**config.mk**
```make
export PLATFORM = sky130hd
export DESIGN_NAME = pid_antiwindup_controller
export DESIGN_NICKNAME = d
export VERILOG_FILES = /design/src/pidaw_pkg.sv /design/src/pidaw_mul.sv /design/src/pid_antiwindup_controller.sv
export SDC_FILE = /design/constraint.sdc
export NUM_CORES = 2
export LEC_CHECK = 0
export BUFFER_PORTS_ARGS = -buffer_cell sky130_fd_sc_hd__buf_2
export CAP_MARGIN = 40
export CORE_ASPECT_RATIO = 0.5
export CORE_UTILIZATION = 45
export CTS_BUF_LIST = sky130_fd_sc_hd__clkbuf_4
export DETAILED_ROUTE_END_ITERATION = 8
export GPL_ROUTABILITY_DRIVEN = 1
export PLACE_DENSITY = 0.59
export SLEW_MARGIN = 20
export SYNTH_ARGS = -nofsm -noshare
export SYNTH_HDL_FRONTEND = slang
export SYNTH_SLANG_ARGS = --single-unit
export TNS_END_PERCENT = 1
```
**constraint.sdc**
```tcl
create_clock -name i_clk -period 21.6 [get_ports i_clk]
set_input_delay 5.4 -clock i_clk [delete_from_list [all_inputs] [get_ports i_clk]]
set_output_delay 5.4 -clock i_clk [all_outputs]
set_load 0.005 [all_outputs]
```
**src/pidaw_pkg.sv**
```systemverilog
// Shared types and constants for the PID controller with anti-windup.
// Holds the sequencer state type, register indexes and datapath widths.
// No dependencies.
`default_nettype none

package pidaw_pkg;

    // Sequencer states: idle, then one multiplier issue or one add, select or clamp step each
    typedef enum logic [3:0] {
        S_IDLE,
        S_MUL_P,
        S_MUL_FNEW,
        S_MUL_FOLD,
        S_DERIV,
        S_MUL_D,
        S_POT,
        S_SELECT,
        S_MUL_I,
        S_INTEG,
        S_SUM
    } t_state;

    // Configuration register indexes
    localparam logic [2:0] REG_GAIN_PROP   = 3'd0;
    localparam logic [2:0] REG_GAIN_INTEG  = 3'd1;
    localparam logic [2:0] REG_GAIN_DERIV  = 3'd2;
    localparam logic [2:0] REG_DEAD_BAND   = 3'd3;
    localparam logic [2:0] REG_DRIVE_LIMIT = 3'd4;
    localparam logic [2:0] REG_INTEG_LIMIT = 3'd5;

    // Shared multiplier operand and product widths
    localparam int MUL_A_W = 17;
    localparam int MUL_B_W = 32;
    localparam int MUL_P_W = MUL_A_W + MUL_B_W;

    // Derivative filter weights in 1/256 units
    localparam logic signed [MUL_A_W-1:0] DERIV_NEW_WEIGHT = 17'sd205;
    localparam logic signed [MUL_A_W-1:0] DERIV_OLD_WEIGHT = 17'sd51;

endpackage

`default_nettype wire

```
**src/pidaw_mul.sv**
```systemverilog
// Shared signed multiplier with a registered product.
// Depends on pidaw_pkg for operand widths.
`default_nettype none

module pidaw_mul (
    input  wire                                    i_clk,
    input  wire logic signed [pidaw_pkg::MUL_A_W-1:0] i_a,
    input  wire logic signed [pidaw_pkg::MUL_B_W-1:0] i_b,
    output logic signed [pidaw_pkg::MUL_P_W-1:0]      o_p
);
    import pidaw_pkg::*;

    logic signed [MUL_P_W-1:0] r_p;

    always_ff @(posedge i_clk) begin
        r_p <= i_a * i_b;
    end

    assign o_p = r_p;

endmodule

`default_nettype wire

```
**src/pid_antiwindup_controller.sv**
```systemverilog
// PID controller: deadband, filtered derivative, back-calculation anti-windup.
// Each word passes through ten sequencer steps around the shared multiplier after the idle
// state that takes it; a new word is taken only once the last is done, and a stalled drive
// word holds the last step.
// Reset (synchronous, active low) loads default registers and zeroes the controller state.
// Depends on pidaw_pkg and pidaw_mul.
`default_nettype none

module pid_antiwindup_controller (
    input  wire         i_clk,
    input  wire         i_rst_n,
    // Configuration write port
    input  wire         i_cfg_we,
    input  wire  [2:0]  i_cfg_addr,
    input  wire  [15:0] i_cfg_wdata,
    // Error stream in
    input  wire         s_axis_tvalid,
    output logic        s_axis_tready,
    input  wire  [15:0] s_axis_tdata,   // [15:0] error_in
    // Drive stream out
    output logic        m_axis_tvalid,
    input  wire         m_axis_tready,
    output logic [15:0] m_axis_tdata    // [15:0] drive
);
    import pidaw_pkg::*;

    // Configuration registers
    logic [15:0] r_gain_prop;
    logic [15:0] r_gain_integ;
    logic [15:0] r_gain_deriv;
    logic [14:0] r_dead_band;
    logic [14:0] r_drive_limit;
    logic [14:0] r_integ_limit;

    // Controller state
    logic signed [15:0] r_prev_error;
    logic signed [19:0] r_filt_deriv;
    logic signed [31:0] r_integ_accum;

    // Per-item working registers
    t_state             r_state, n_state;
    logic signed [15:0] r_err;
    logic signed [29:0] r_p;
    logic signed [29:0] r_d;
    logic signed [27:0] r_fnew;
    logic signed [30:0] r_pot;
    logic signed [31:0] r_opnd;
    logic               r_inside;
    logic               r_out_valid;
    logic [15:0]        r_drive;

    // Shared multiplier
    logic signed [MUL_A_W-1:0] w_mul_a;
    logic signed [MUL_B_W-1:0] w_mul_b;
    logic signed [MUL_P_W-1:0] w_prod;
    logic signed [MUL_P_W-1:0] w_prod_sh4;
    logic signed [MUL_P_W-1:0] w_prod_sh8;

    logic signed [16:0] w_in_mag;
    logic signed [16:0] w_diff;
    logic signed [28:0] w_fsum;
    logic signed [30:0] w_pot_abs;
    logic signed [30:0] w_lim31;
    logic signed [31:0] w_excess;
    logic signed [49:0] w_integ_sum;
    logic signed [49:0] w_ilim;
    logic signed [31:0] w_integ_clamped;
    logic signed [32:0] w_out_sum;
    logic signed [32:0] w_olim;
    logic signed [32:0] w_out_clamped;
    logic               w_load_out;

    pidaw_mul u_mul (
        .i_clk (i_clk),
        .i_a   (w_mul_a),
        .i_b   (w_mul_b),
        .o_p   (w_prod)
    );

    assign w_prod_sh4 = w_prod >>> 4;
    assign w_prod_sh8 = w_prod >>> 8;

    // Deadband test on the raw input word
    assign w_in_mag = s_axis_tdata[15] ? -{s_axis_tdata[15], s_axis_tdata}
                                       :  {1'b0, s_axis_tdata};

    // Error difference for the derivative filter
    assign w_diff = {r_err[15], r_err} - {r_prev_error[15], r_prev_error};

    // Filter: (205*diff + 51*old) floored by 256
    assign w_fsum = {r_fnew[27], r_fnew} + {w_prod[27], w_prod[27:0]};

    // Potential output against the drive limit (limit scaled to Q23.8)
    assign w_lim31   = {8'b0, r_drive_limit, 8'b0};
    assign w_pot_abs = r_pot[30] ? -r_pot : r_pot;
    assign w_excess  = (r_pot > 31'sd0) ? ({1'b0, w_lim31} - {r_pot[30], r_pot})
                                        : (-{1'b0, w_lim31} - {r_pot[30], r_pot});

    // Integral update at full width, then clamp
    assign w_ilim = {27'b0, r_integ_limit, 8'b0};
    assign w_integ_sum = {{18{r_integ_accum[31]}}, r_integ_accum}
                       + (r_inside ? {w_prod_sh4[48], w_prod_sh4}
                                   : {w_prod_sh8[48], w_prod_sh8});

    always_comb begin
        if (w_integ_sum > w_ilim) begin
            w_integ_clamped = w_ilim[31:0];
        end else if (w_integ_sum < -w_ilim) begin
            w_integ_clamped = 32'(-w_ilim);
        end else begin
            w_integ_clamped = w_integ_sum[31:0];
        end
    end

    // Output: P + I + D saturated to the drive limit
    assign w_olim    = {10'b0, r_drive_limit, 8'b0};
    assign w_out_sum = {{3{r_p[29]}}, r_p} + {{3{r_d[29]}}, r_d}
                     + {r_integ_accum[31], r_integ_accum};

    always_comb begin
        if (w_out_sum > w_olim) begin
            w_out_clamped = w_olim;
        end else if (w_out_sum < -w_olim) begin
            w_out_clamped = -w_olim;
        end else begin
            w_out_clamped = w_out_sum;
        end
    end

    // Hold the sum step until the output register is free
    assign w_load_out = !r_out_valid || m_axis_tready;

    // Multiplier operand select and next state
    always_comb begin
        n_state = r_state;
        w_mul_a = '0;
        w_mul_b = '0;
        case (r_state)
            S_IDLE: begin
                if (s_axis_tvalid) begin
                    n_state = S_MUL_P;
                end
            end
            S_MUL_P: begin
                w_mul_a = {1'b0, r_gain_prop};
                w_mul_b = {{16{r_err[15]}}, r_err};
                n_state = S_MUL_FNEW;
            end
            S_MUL_FNEW: begin
                w_mul_a = DERIV_NEW_WEIGHT;
                w_mul_b = {{15{w_diff[16]}}, w_diff};
                n_state = S_MUL_FOLD;
            end
            S_MUL_FOLD: begin
                w_mul_a = DERIV_OLD_WEIGHT;
                w_mul_b = {{12{r_filt_deriv[19]}}, r_filt_deriv};
                n_state = S_DERIV;
            end
            S_DERIV: begin
                n_state = S_MUL_D;
            end
            S_MUL_D: begin
                w_mul_a = {1'b0, r_gain_deriv};
                w_mul_b = {{12{r_filt_deriv[19]}}, r_filt_deriv};
                n_state = S_POT;
            end
            S_POT: begin
                n_state = S_SELECT;
            end
            S_SELECT: begin
                n_state = S_MUL_I;
            end
            S_MUL_I: begin
                w_mul_a = {1'b0, r_gain_integ};
                w_mul_b = r_opnd;
                n_state = S_INTEG;
            end
            S_INTEG: begin
                n_state = S_SUM;
            end
            S_SUM: begin
                if (w_load_out) begin
                    n_state = S_IDLE;
                end
            end
            default: begin
                n_state = S_IDLE;
            end
        endcase
    end

    always_ff @(posedge i_clk) begin
        if (!i_rst_n) begin
            r_state <= S_IDLE;
        end else begin
            r_state <= n_state;
        end
    end

    // Configuration writes; drop unknown indexes and excess bits
    always_ff @(posedge i_clk) begin
        if (!i_rst_n) begin
            r_gain_prop   <= 16'd256;
            r_gain_integ  <= 16'd0;
            r_gain_deriv  <= 16'd0;
            r_dead_band   <= 15'd82;
            r_drive_limit <= 15'd24320;
            r_integ_limit <= 15'd20480;
        end else if (i_cfg_we) begin
            case (i_cfg_addr)
                REG_GAIN_PROP:   r_gain_prop   <= i_cfg_wdata;
                REG_GAIN_INTEG:  r_gain_integ  <= i_cfg_wdata;
                REG_GAIN_DERIV:  r_gain_deriv  <= i_cfg_wdata;
                REG_DEAD_BAND:   r_dead_band   <= i_cfg_wdata[14:0];
                REG_DRIVE_LIMIT: r_drive_limit <= i_cfg_wdata[14:0];
                REG_INTEG_LIMIT: r_integ_limit <= i_cfg_wdata[14:0];
                default: begin
                end
            endcase
        end
    end

    // Controller state: filter in S_DERIV, integral in S_INTEG, last error at item end
    always_ff @(posedge i_clk) begin
        if (!i_rst_n) begin
            r_prev_error  <= '0;
            r_filt_deriv  <= '0;
            r_integ_accum <= '0;
        end else begin
            if (r_state == S_DERIV) begin
                r_filt_deriv <= w_fsum[27:8];
            end
            if (r_state == S_INTEG) begin
                r_integ_accum <= w_integ_clamped;
            end
            if (r_state == S_SUM && w_load_out) begin
                r_prev_error <= r_err;
            end
        end
    end

    // Working registers (payload, no reset)
    always_ff @(posedge i_clk) begin
        if (r_state == S_IDLE && s_axis_tvalid) begin
            // Zero errors inside the deadband
            r_err <= (w_in_mag < {2'b0, r_dead_band}) ? 16'sd0 : s_axis_tdata;
        end
        if (r_state == S_MUL_FNEW) begin
            r_p <= w_prod_sh4[29:0];
        end
        if (r_state == S_MUL_FOLD) begin
            r_fnew <= w_prod[27:0];
        end
        if (r_state == S_POT) begin
            r_d   <= w_prod_sh4[29:0];
            r_pot <= {r_p[29], r_p} + {w_prod_sh4[29], w_prod_sh4[29:0]};
        end
        if (r_state == S_SELECT) begin
            // Integrate the error inside the limit, else the back-calculated excess
            r_inside <= (w_pot_abs < w_lim31);
            r_opnd   <= (w_pot_abs < w_lim31) ? {{16{r_err[15]}}, r_err} : w_excess;
        end
        if (r_state == S_SUM && w_load_out) begin
            r_drive <= w_out_clamped[23:8];
        end
    end

    // Output word register
    always_ff @(posedge i_clk) begin
        if (!i_rst_n) begin
            r_out_valid <= 1'b0;
        end else if (r_state == S_SUM && w_load_out) begin
            r_out_valid <= 1'b1;
        end else if (m_axis_tready) begin
            r_out_valid <= 1'b0;
        end
    end

    assign s_axis_tready = (r_state == S_IDLE);
    assign m_axis_tvalid = r_out_valid;
    assign m_axis_tdata  = r_drive;

endmodule

`default_nettype wire
```
==> impl_results.md <==
- Status: completed
- Fin crit share: a little over half
- Via Count: roughly 40000
- Port-buffer cells: between 50 and 60
- Starting Density: 45.96%
- Max FO, Critical Path: 6
- Area delta synth->final: 7.348%
- Mapped Area: 47680 um2
- GPL Wtd Cong: 0.9654
- Initial antenna violation count: 12
- Clock Skew: 0.09033 ns
- Syn Area/Cell: roughly 8.6 um2
- Final Non-Filler Cells: roughly 7100
- Setup TNS: 0 ns
- Fin. Hold Viols: 0
- Post-DRT Antenna Nets: 0
- Clock transition at the registers of the reported paths: roughly 0.080 ns
- First-pass GRT wire length: 243000 um
- CTS H-tree lvls: 3
- Vias in the first global route: approximately 40000
- # DRC: 0
- Critical path's largest stage delay: 0.85 ns
- Distinct cell type count after synthesis: 88
- Largest net degree at the start of global routing: a little over 60
- Clock Power Share: roughly a quarter
- Syn_nets: about 6600
- Post-synth EDFFs: between 150 and 200
- Dpl cells: 6870
- Yosys reg bits: roughly 400
- Worst vdd rail ir drop: between 0.04 and 0.05 mV
- Main flop type after synthesis: dfxtp_1
- Minimum clock period: 11.28 ns
- Worst endpoint required time: about 23 ns
- Fmax: between 80 and 90 MHz
- Slowest CP cell: a221oi_1
- Final setup viols: 0
- DRT iter0 DRCs: ~3800
- Critical Path End Type: flop
- Root Driver: clkbuf_4
- Nets: approximately 6600
- Clock latency on the worst-skew pair: 1.03 ns
- Grt total ovfl: 0
- TritonCTS Buffers: about 100
- # IOs: 58
- Post-CTS sizing: 0
- DR pass1 iterations: 6
- Hpwl dp: around 120000 um
- WL per Instance: about 22 um
- Die W: 462.3 um
- Arr. time, crit path: roughly 12 ns
- Worst Hold Slack: 0.4390 ns
- Hold-fix buffers, CTS: 0
- GRT Overall Usage: 29.66%
- Synthesis Warnings: 0
- Sw frac: a little over two fifths
- Sw Pwr: about 1.2 mW
- Max-slew violation count: 0
- Seq pwr share: 32.9%
- Setup bufs post-CTS: 0
- Synth Instances: 5550
- Max-cap violations: 0
- PwrDens: around 56 nW/um2
- Slew @ Worst Pin: roughly 1.0 ns
- Min-delay worst type: flop to flop
- Ys async rst share: 0%
- Clock Path Buffers: 3
- CP Class: flop to flop
- Most frequent cells in the layout: 789 x nand2_1, 760 x inv_1, 525 x fa_1
- Number of vias per cell: 5.731
- RSZ-0062 raised after global routing: false
- Crit path top cell by count: fa_1
- Core area: roughly 100000 um2
- Sequential-to-total area share from yosys stat: 20.62%
- Most common cell after layout, fill and taps aside: nand2_1
- CTS Sinks: 399
- Relative slew slack: between 30% and 40%
- PnR Total Power: about 2.9 mW
- Total die area: around 110000 um2
- Final wirelength: 158300 um
- Comb power frac: 41.7%
- Layout cells sized above 1: about 7.1%
- CTS tree: built
- Leakage power: 22.96 nW
- Row cnt: between 80 and 90
- Crit start category: flop
- Die Y: 232.2 um
- Pint: between 1.5 and 2 mW
## kinds of logic after synthesis
kind of cell / synth area share (%)
muxes: 1.249
DFF: 20.62
xor gates and xnor gates: 4.647
AOI/OAI and AO/OA: 15.32
buffers and inverters: 7.789
and+or+nand+nor: 16.06
adders and majority gates: 34.32
## power by group through the flow
stage | logic, mW | clock network [mW] | registers (mW)
5_1_grt | 1.31 | 0.775 | 0.945
2_1_floorplan | 0.801 | 0 | 0.908
4_1_cts | 1.18 | 0.738 | 0.937
3_3_place_gp | 1.15 | 0 | 0.952
6_report | 1.19 | 0.725 | 0.940
3_5_place_dp | 1.17 | 0 | 0.952
## metal layers
| metal | share of wire (%) | vias up | GRT usage, % |
|---|---|---|---|
| met1 | 46 | 20050 | 43.10 |
| li1 | - | 18740 | - |
| met4 | 2.0 | 2 | 7.021 |
| met2 | 43 | 1568 | 44.97 |
| met5 | 0.013 | - | 0 |
| met3 | 9.1 | 205 | 6.043 |
## area by class of cell
class	instances	area, um2
inverters	762	2863
diodes	6	15.01
repair buffers	144	1052
well taps	1402	1754
fillers	10100	52560
clock buffers	154	1156
clock inverters	43	265.3
multi-input cells	4169	34250
flip-flops and latches	399	9829
## Yosys cell counts, drive strengths merged, types with 30 or more instances
master | count | area share, %
nor2b | 52 | 0.68
nand3 | 83 | 0.87
inv | 761 | 6.0
edfxtp | 184 | 12
nor3 | 73 | 0.77
nand2 | 790 | 6.2
xor2 | 54 | 0.99
xnor2 | 199 | 3.7
mux2 | 44 | 1.0
o21ai | 239 | 2.5
nor4 | 33 | 0.43
and2 | 47 | 0.62
a211oi | 45 | 0.73
a21o | 116 | 1.8
fa | 525 | 22
o21bai | 37 | 0.58
ha | 468 | 12
nand4 | 59 | 0.77
nand2b | 51 | 0.67
or3 | 30 | 0.39
clkbuf | 200 | 1.6
nor2 | 403 | 3.2
dfxtp | 215 | 9.0
a21oi | 399 | 4.2
o21a | 56 | 0.88
## per-stage QoR
step	cell area, um2	setup slack (ns)	utilization, %
finish	51180	10.32	49.33
global route	51170	9.753	49.33
global placement	49500	10.44	47.71
CTS	51090	10.28	49.24
floorplan	47680	12.26	-
detailed placement	49670	10.44	47.87
## flip-flops by register name, summed over array words and instances (netlist names), 20 cells and up
name,flops
r_p,30
r_filt_deriv,20
r_pot,31
r_integ_accum,32
r_opnd,32
r_fnew,28
r_d,30
u_mul.o_p,49
## worst max-delay path: cells and delay by family (launching register included)
family | cells | cell delay, ns
adder cells (fa/ha/maj) | 9 | 4.10
AND/OR/NAND/NOR | 6 | 1.52
AO/OA/AOI/OAI | 16 | 4.74
flip-flops | 1 | 0.40
buffers and inverters | 5 | 0.26
XOR/XNOR | 1 | 0.13
## final timing paths
| kind | slack (ns) | cells after the start | end | from |
|---|---|---|---|---|
| worst max register to register | 10.32 | 37 | u_mul.o_p[48] | r_err[0] |
| worst min register to register | 0.44 | 0 | r_fnew[0] | u_mul.o_p[0] |
| worst min-delay path | 0.44 | 0 | r_fnew[0] | u_mul.o_p[0] |
| worst max-delay path | 10.32 | 37 | u_mul.o_p[48] | r_err[0] |
No activity file was read; power rests on OpenSTA's default activity.
